<file path="src/mspc_pkg.sv">
// Package for the motor speed PID controller.
// Holds item kinds, register indexes, field types and shared constants.
`timescale 1ns / 1ps
package mspc_pkg;
  typedef enum logic [1:0] {
    KIND_TICK = 2'd0,
    KIND_SET  = 2'd1,
    KIND_STOP = 2'd2,
    KIND_BAD  = 2'd3
  } kind_e;

  typedef enum logic [2:0] {
    REG_KP = 3'd0, REG_KI = 3'd1, REG_KD = 3'd2, REG_KF = 3'd3,
    REG_IBOUND = 3'd4, REG_FULLSCALE = 3'd5, REG_DRIVELIM = 3'd6, REG_DIRFLAGS = 3'd7
  } reg_e;

  localparam int unsigned CfgIdxW = 32;
  localparam int unsigned AluW = 50;
  localparam logic [14:0] DriveLimitCap = 15'd16384;
  localparam logic [31:0] DefaultDt = 32'd10;
  // The quotient by 100 is the product with ceil(2^29 / 100), shifted right by 29.
  localparam logic [22:0] RecipHundred = 23'd5368710;
  localparam int unsigned RecipShift = 29;

  typedef struct packed {
    logic [1:0]        kind;
    logic [31:0]       now_ms;
    logic signed [15:0] measured_rpm;
    logic [7:0]        speed_request;
    logic              reverse_request;
  } in_item_t;

  typedef struct packed {
    logic              status;
    logic              drive_valid;
    logic signed [15:0] drive_current;
    logic [6:0]        speed_now;
    logic              reverse_now;
  } out_item_t;

  typedef struct packed {
    logic [CfgIdxW-1:0] index;
    logic [31:0]        data;
  } cfg_item_t;

  // Start and handshake of the shared multiply/divide unit.
  typedef struct packed {
    logic                    start;
    logic                    is_div;
    logic signed [AluW-1:0]  a;
    logic signed [AluW-1:0]  b;
  } alu_req_t;

  typedef struct packed {
    logic                     done;
    logic signed [2*AluW-1:0] result;
  } alu_rsp_t;
endpackage

</file>
<file path="src/mspc_alu.sv">
// Shared iterative unit: shift-add signed multiply or restoring signed divide.
// One bit per cycle. Depends on mspc_pkg.
`timescale 1ns / 1ps
module mspc_alu (
  input  logic                clk_i,
  input  logic                rst_ni,
  input  mspc_pkg::alu_req_t  req_i,
  output mspc_pkg::alu_rsp_t  rsp_o
);
  import mspc_pkg::*;
  localparam int unsigned W = AluW;

  logic              busy_q, busy_d;
  logic [5:0]        cnt_q, cnt_d;
  logic              div_q, div_d;
  logic              neg_q, neg_d;
  logic [W-1:0]      ua_q, ua_d;
  logic [W-1:0]      ub_q, ub_d;
  logic [2*W-1:0]    acc_q, acc_d;
  logic [W-1:0]      rem_q, rem_d;
  logic              done_q, done_d;
  logic [W-1:0]      abs_a, abs_b;
  logic [W:0]        trial;
  logic [W-1:0]      rem_sh;

  assign abs_a = req_i.a[W-1] ? W'(-req_i.a) : W'(req_i.a);
  assign abs_b = req_i.b[W-1] ? W'(-req_i.b) : W'(req_i.b);
  assign rem_sh = {rem_q[W-2:0], ua_q[W-1]};
  assign trial = {1'b0, rem_sh} - {1'b0, ub_q};

  always_comb begin
    busy_d = busy_q; cnt_d = cnt_q; div_d = div_q; neg_d = neg_q;
    ua_d = ua_q; ub_d = ub_q; acc_d = acc_q; rem_d = rem_q; done_d = 1'b0;
    if (req_i.start) begin
      busy_d = 1'b1; cnt_d = 6'(W); div_d = req_i.is_div;
      neg_d = req_i.a[W-1] ^ req_i.b[W-1];
      ua_d = abs_a; ub_d = abs_b; acc_d = '0; rem_d = '0;
    end else if (busy_q) begin
      if (div_q) begin
        ua_d = {ua_q[W-2:0], 1'b0};
        if (!trial[W]) begin
          rem_d = trial[W-1:0];
          acc_d = {acc_q[2*W-2:0], 1'b1};
        end else begin
          rem_d = rem_sh;
          acc_d = {acc_q[2*W-2:0], 1'b0};
        end
      end else begin
        acc_d = ub_q[0] ? acc_q + ({{W{1'b0}}, ua_q} << (6'(W) - cnt_q)) : acc_q;
        ub_d = {1'b0, ub_q[W-1:1]};
      end
      cnt_d = cnt_q - 6'd1;
      if (cnt_q == 6'd1) begin
        busy_d = 1'b0; done_d = 1'b1;
      end
    end
  end

  always_ff @(posedge clk_i or negedge rst_ni) begin
    if (!rst_ni) begin
      busy_q <= 1'b0; cnt_q <= '0; done_q <= 1'b0;
    end else begin
      busy_q <= busy_d; cnt_q <= cnt_d; done_q <= done_d;
    end
  end

  always_ff @(posedge clk_i) begin
    div_q <= div_d; neg_q <= neg_d; ua_q <= ua_d; ub_q <= ub_d;
    acc_q <= acc_d; rem_q <= rem_d;
  end

  assign rsp_o.done = done_q;
  assign rsp_o.result = neg_q ? -$signed(acc_q) : $signed(acc_q);
endmodule

</file>
<file path="config.mk">
export PLATFORM = sky130hd
export DESIGN_NAME = mspc_alu
export DESIGN_NICKNAME = d
export VERILOG_FILES = /design/src/mspc_pkg.sv /design/src/mspc_alu.sv
export SDC_FILE = /design/constraint.sdc
export NUM_CORES = 1
export LEC_CHECK = 0
export BUFFER_PORTS_ARGS = -buffer_cell sky130_fd_sc_hd__buf_2
export CORE_ASPECT_RATIO = 0.7
export CORE_MARGIN = 1
export CORE_UTILIZATION = 48
export DETAILED_ROUTE_END_ITERATION = 10
export HOLD_SLACK_MARGIN = 0.12
export PLACE_DENSITY = 0.69
export REMOVE_ABC_BUFFERS = 1
export SLEW_MARGIN = 0
export SYNTH_ARGS = -nofsm -noshare
export SYNTH_HDL_FRONTEND = slang
export SYNTH_SLANG_ARGS = --single-unit
</file>
<file path="constraint.sdc">
create_clock -name clk_i -period 5.7 [get_ports clk_i]
set_clock_uncertainty 0.15 [all_clocks]
set_input_delay 0.855 -clock clk_i [delete_from_list [all_inputs] [get_ports clk_i]]
set_output_delay 0.855 -clock clk_i [all_outputs]
set_load 0.01 [all_outputs]
</file>
Yosys cells after proc, flatten, opt, wreduce, memory -nomap -nowiden
Cells that the tools add are included.
{ "word_totals": {"ff_bits": 259, "latch_bits": 0, "mem_bits_rw": 0, "mem_bits_ro": 0, "inputBits": 104, "out_inout_bits": 101, "wordCells": 48, "memories": 0} }
{ "classes": {"n_addsub": 7, "multipliers": 0, "div": 0, "n_lt_le_gt_ge": 0, "n_eq_ne": 2, "shifts": 1, "n_mux": 21, "bitwise_logic": 1, "reduce_logical": 7} }
{ "ops": {"columns": ["op", "n"], "rows": [
  ["50-bit 2-to-1 mux", 8],
  ["100-bit 2-to-1 mux", 3],
  ["100-bit adder", 1],
  ["100-bit negator", 1],
  ["50-bit negator", 2],
  ["50-bit by 6-bit << shifter with 100-bit output", 1],
  ["50-bit by 50-bit subtractor with 51-bit output", 1],
  ["49-bit 2-to-1 mux", 1],
  ["6-bit 2-to-1 mux", 2],
  ["2-bit AND reduction", 4],
  ["1-bit 2-to-1 mux", 7],
  ["6-bit by 1-bit == test with 1-bit output (second input constant)", 1],
  ["2-bit nonzero test", 3],
  ["6-bit by 1-bit subtractor with 6-bit output (second input constant)", 1],
  ["6-bit subtractor (first input constant)", 1],
  ["2-bit inequality test (second input constant)", 1],
  ["1-bit bitwise XOR", 1]
]} }

Longest topological paths before layout
{ "depth": {"word_depth": 5, "mapped_depth": 29, "depth_no_buf": 24} }

Worst setup path before layout
OpenSTA, ideal clock, no wires.
{ "synth_path": {"path_type": "register -> register", "start": "register cnt_q[0]", "end": "register acc_q[75]", "arrival_time_ns": 6.012, "required_time_ns": 5.419, "path_slack_ns": -0.594, "path_stages_with_launch": 28, "path_buffers": 7, "synth_period_minus_slack_ns": 6.294, "cell_sequence": "dfrtp_1 > clkbuf_1 > buf_1 > clkbuf_1 > inv_1 > ha_1 > clkbuf_1 > clkbuf_1 > clkbuf_1 > a21oi_1 > mux2i_1 > nand2_1 > o21ai_0 > nor2_1 > a21oi_1 > o22ai_1 > ha_1 > clkbuf_1 > nand4_1 > nand2b_1 > or2_2 > or3b_2 > o211ai_1 > a211oi_1 > o21ai_0 > a21oi_1 > xor2_1 > o22ai_1"} }
{ "synth_between": {"elab_chain_cells": 5} }
{ "synth_rtl": {"columns": ["item", "line_no", "source"], "rows": [
  ["from (decl)", "mspc_alu.sv:14", "logic [5:0] cnt_q, cnt_d;"],
  ["from (signal assigned)", "mspc_alu.sv:63", "busy_q <= busy_d; cnt_q <= cnt_d; done_q <= done_d;"],
  ["6-bit subtractor", "mspc_alu.sv:49", "acc_d = ub_q[0] ? acc_q + ({{W{1'b0}}, ua_q} << (6'(W) - cnt_q)) : acc_q;"],
  ["50-bit by 6-bit << shifter with 100-bit output", "mspc_alu.sv:49", null],
  ["100-bit adder", "mspc_alu.sv:49", null],
  ["100-bit 2-to-1 mux", "mspc_alu.sv:49", null],
  ["100-bit 2-to-1 mux", "mspc_alu.sv:39", "if (div_q) begin"],
  ["to (signal assigned)", "mspc_alu.sv:69", "acc_q <= acc_d; rem_q <= rem_d;"],
  ["to (decl)", "mspc_alu.sv:19", "logic [2*W-1:0] acc_q, acc_d;"]
]} }
No other way between the ends. The select of a mux whose other input is x is not followed.
A chain may end at the register's enable or synchronous reset.

==> results.md <==
- For the worst-skew pair, the clock arrives at the later sink with an insertion delay of a little under 600 ps.
- The number of failing hold endpoints at the final stage came to 0.
- For the worst setup path, the data required time is ~4700 ps.
- The total vias in the final route is 28,700.
- The final setup slack of the worst path is 141 ps.
- The share of the clock period used by the worst path after layout is a little over nine tenths.
- Measured against its own limit, the worst slew margin works out to between 20% and 30%.
- The final layout net count is about 4,200.
- The number of vias per cell is 6.13.
- The total grt overflow is 0.
- The count of fill cells added during filler insertion is between 5,000 and 6,000.
- The area growth from synthesis to layout is 15.3%.
- The number of antenna violations at the first check in global routing came to 1.
- Subtracting the final worst setup slack from the clock period gives 5560 ps.
- The overall die area is around 58,000 sq um.
- The number of pins with negative max-slew slack in the final report came to 0.
- The worst setup slack before clock tree synthesis is roughly 70 ps.
- The number of clock buffers added by TritonCTS is 28.
- Cells with a size suffix above 1 make up 14.7% of the layout.
- After synthesis the netlist holds a flip-flop and latch count of around 260.
- The endpoint arrival time on the critical path is between 4000 and 5000 ps.
- The via count of the first global-routing pass is between 20,000 and 25,000.
- The cell area that synthesis handed to floorplanning was 27,200 sq um.
- The floorplan has 72 rows.
- The post-detailed-route DRC marker count is 0.
- The sum of negative setup slack is 0 ps.
- The async set or reset register ratio after synthesis is 3.09%.
- The reg-to-reg startpoint is cnt_q[0]$_DFFE_PN0P_.
- The power density normalized to cell area is roughly 480 nW/um^2.
- The buffer levels on the longest clock path is 3.
- The count of buffers added on input and output ports is approximately 200.
- Static timing analysis puts the maximum clock frequency at 180 MHz.
- A synthesized cell averages between 7 and 8 sq um.
- The final setup violation count is 0.
- The number of max-cap violations is 0.
- The worst setup path is of the reg -> out kind.
- The I/O pin count is a little over 200.
- The die extent in x is ~290 um.
- The slew at the pin closest to its max-slew limit is 1070 ps.
- The core box area is between 50,000 and 60,000 sq um.
- Entering global routing, the biggest net connects 200 pins.
- The number of clock sinks is ~260.
- The TritonCTS clock tree is yes.
- The first-pass iteration count of the detailed router is 6.
- After clock tree synthesis, the clock-pin slew on the worst setup and hold paths is 60 ps.
- The DRC marker count from the first detailed-route iteration is ~3,700.
- The Yosys step of the flow raised 0 warnings.
- Setup repair after global routing could not meet its margin everywhere.
- The first global-routing pass estimated about 140,000 um of wire.
- The worst setup path is launched from a flip-flop.
- STA classifies the critical path endpoint as an output pin.
- The number of distinct library cells after synthesis is 78.
- The class of the worst hold path is reg -> reg.
- The worst hold path begins at rem_q[43]$_SDFFE_PP0P_.
- The flow ran to the end, and the final reports show no timing, DRC or antenna violations.
- Along the worst path, the maximum fanout reaches 7.
- The beginning of the critical path is acc_q[34]$_SDFFE_PP0P_.
- The worst ir drop on vdd is 0.219 mV.
- The deepest level of the CTS H-tree is 1.
- Synthesis handed over a netlist of about 3,700 instances.
- In the final routed layout, each cell accounts on average for approximately 20 um.
- Routability-driven placement finished with a final weighted congestion of ~1.1.
- The fraction of the yosys area taken by sequential cells is between 20% and 30%.
- In this run the clock root is driven by a sky130_fd_sc_hd__clkbuf_16.
- In this run the vertical extent of the chip is 201 um.
- The overall global routing resource usage is 31.2%.
- After detailed routing, the total wire length is between 90,000 and 100,000 um.
- In the synthesized netlist the dominant register cell turns out to be sky130_fd_sc_hd__dfxtp_1.
- The antenna diode count is 0.
- The HPWL after detailed placement is 72,800 um.
- Once the floorplan was initialized, standard cells occupied roughly 49% of the core.
- The count of nets left with antenna violations once routing finished came out at 0.
- The number of enable-type register cells in the synthesized netlist is about 100.
- For this design the static power due to leakage is ~13 nW.
## worst paths after layout
| check | end | cells past startpoint | slack [ps] |
|---|---|---|---|
| worst max-delay path | rsp_o[93] | 11 | 140 |
| worst min-delay path | rem_q[43]$_SDFFE_PP0P_ | 2 | 320 |
| worst max register to register | acc_q[92]$_SDFFE_PP0P_ | 25 | 170 |
| worst min register to register | rem_q[43]$_SDFFE_PP0P_ | 2 | 320 |
| max in group asynchronous | cnt_q[0]$_DFFE_PN0P_ | 2 | 4660 |
| min in group asynchronous | done_q$_DFF_PN0_ | 2 | 540 |
## per-stage QoR
stage	utilization, %	area [sq um]	total power [W]	hold slack, ps	cells
global route	56.4	31400	0.0158	299	4674
global placement	53.7	29900	0.0122	307	4612
finish	56.4	31400	0.0150	315	4674
floorplan	-	26300	0.00861	289	3491
CTS	55.7	31000	0.0144	302	4665
detailed placement	53.7	29900	0.0122	310	4612
## registers in the layout, indices dropped and copies added, names as in the netlist
signal	flops
acc_q	100
busy_q	1
cnt_q	6
div_q	1
done_q	1
neg_q	1
rem_q	49
ua_q	50
ub_q	50
## cells in the final DEF, fill, tap and decap left out, drive strengths merged, types with 10 or more instances in the layout
| cell | count |
|---|---|
| nor2 | 419 |
| nor3 | 59 |
| a211oi | 38 |
| nor2b | 30 |
| or2 | 15 |
| or3 | 45 |
| nand2b | 27 |
| a21o | 71 |
| a31oi | 36 |
| o22ai | 33 |
| nand2 | 450 |
| or4 | 35 |
| a311oi | 17 |
| nor4 | 22 |
| a21oi | 412 |
| o21ai | 342 |
| a32oi | 10 |
| o21bai | 34 |
| dfxtp | 149 |
| mux2i | 111 |
| nand3 | 42 |
| o41ai | 27 |
| nand4 | 65 |
| xnor2 | 195 |
| inv | 112 |
| xor2 | 146 |
| and3 | 20 |
| clkbuf | 37 |
| edfxtp | 102 |
| o21a | 25 |
| ha | 157 |
| a22oi | 10 |
| o31ai | 70 |
| o211ai | 34 |
| buf | 389 |
## synth_stat cells (all sizes together), types with 9 or more instances
| master | number | area, sq um |
|---|---|---|
| nor2 | 419 | 1580 |
| edfxtp | 102 | 3060 |
| a31oi | 36 | 225 |
| ha | 157 | 1960 |
| clkbuf | 220 | 827 |
| a21o | 71 | 533 |
| o21ai | 342 | 1710 |
| xor2 | 146 | 1280 |
| nor2b | 30 | 188 |
| a32oi | 10 | 87.6 |
| nand2 | 450 | 1690 |
| o31ai | 70 | 526 |
| a211oi | 38 | 285 |
| nand2b | 27 | 176 |
| o22ai | 33 | 206 |
| buf | 20 | 82.6 |
| nand3 | 42 | 210 |
| or4 | 35 | 285 |
| a311oi | 17 | 149 |
| mux4 | 9 | 203 |
| or3 | 45 | 297 |
| o41ai | 27 | 251 |
| a22oi | 10 | 75.1 |
| mux2i | 111 | 1110 |
| dfxtp | 149 | 2980 |
| and4 | 9 | 78.8 |
| nor4 | 22 | 153 |
| a21oi | 412 | 2060 |
| nand4 | 65 | 407 |
| o21bai | 34 | 255 |
| xnor2 | 195 | 1710 |
| nor3 | 59 | 320 |
| mux2 | 9 | 101 |
| and2 | 9 | 56.3 |
| and3 | 20 | 125 |
| inv | 111 | 417 |
| a22o | 9 | 78.8 |
| or2 | 15 | 93.8 |
| o211ai | 34 | 255 |
| o21a | 25 | 188 |
## critical path, cell delays in order (launching register included)
cell                       delay (ps)
sky130_fd_sc_hd__dfxtp_1          390
sky130_fd_sc_hd__or4_1            600
sky130_fd_sc_hd__nor4_2           500
sky130_fd_sc_hd__nand4b_1         250
sky130_fd_sc_hd__or3_1            560
sky130_fd_sc_hd__nor2_1           210
sky130_fd_sc_hd__nand4_1          290
sky130_fd_sc_hd__o31ai_1          470
sky130_fd_sc_hd__nand2_1          190
sky130_fd_sc_hd__a21oi_1          190
sky130_fd_sc_hd__xnor2_1          150
sky130_fd_sc_hd__buf_2            160
## power by group
group | leakage, nW | internal (W) | switching [W]
logic | 10.1 | 0.00390 | 0.00603
clock network | 0.523 | 0.00135 | 0.000836
registers | 2.32 | 0.00227 | 0.000574
## logic make-up after synthesis
family | Yosys count | synth area share, %
and+or+nand+nor | 1262 | 21.2
AOI/OAI and AO/OA | 1230 | 27.4
buffers and inverters | 351 | 4.88
xor gates and xnor gates | 341 | 11.0
DFF | 259 | 23.0
adders and majority gates | 159 | 7.37
muxes | 129 | 5.20
## final cells by class
cell class              count  area [sq um]  area share [%]
multi-input cells        3121         20100            64.1
repair buffers            391          2580            8.24
well taps                 740           926            2.95
clock inverters            16           303           0.965
flip-flops and latches    259          6250            19.9
clock buffers              36           793            2.53
inverters                 111           417            1.33
## metal layers
metal,GRT usage [%],wire [um]
met1,53.1,47700
met2,38.8,34100
met3,5.68,10400
met4,5.08,1480
met5,0,0
## repair_timing
action	CTS	global route
hold buffers	1	0
pin swaps	0	6
hold endpoints to repair	8	0
setup buffers	0	9
resized for setup	3	106
setup endpoints to repair	5	50
(Power assumes the default switching activity.)
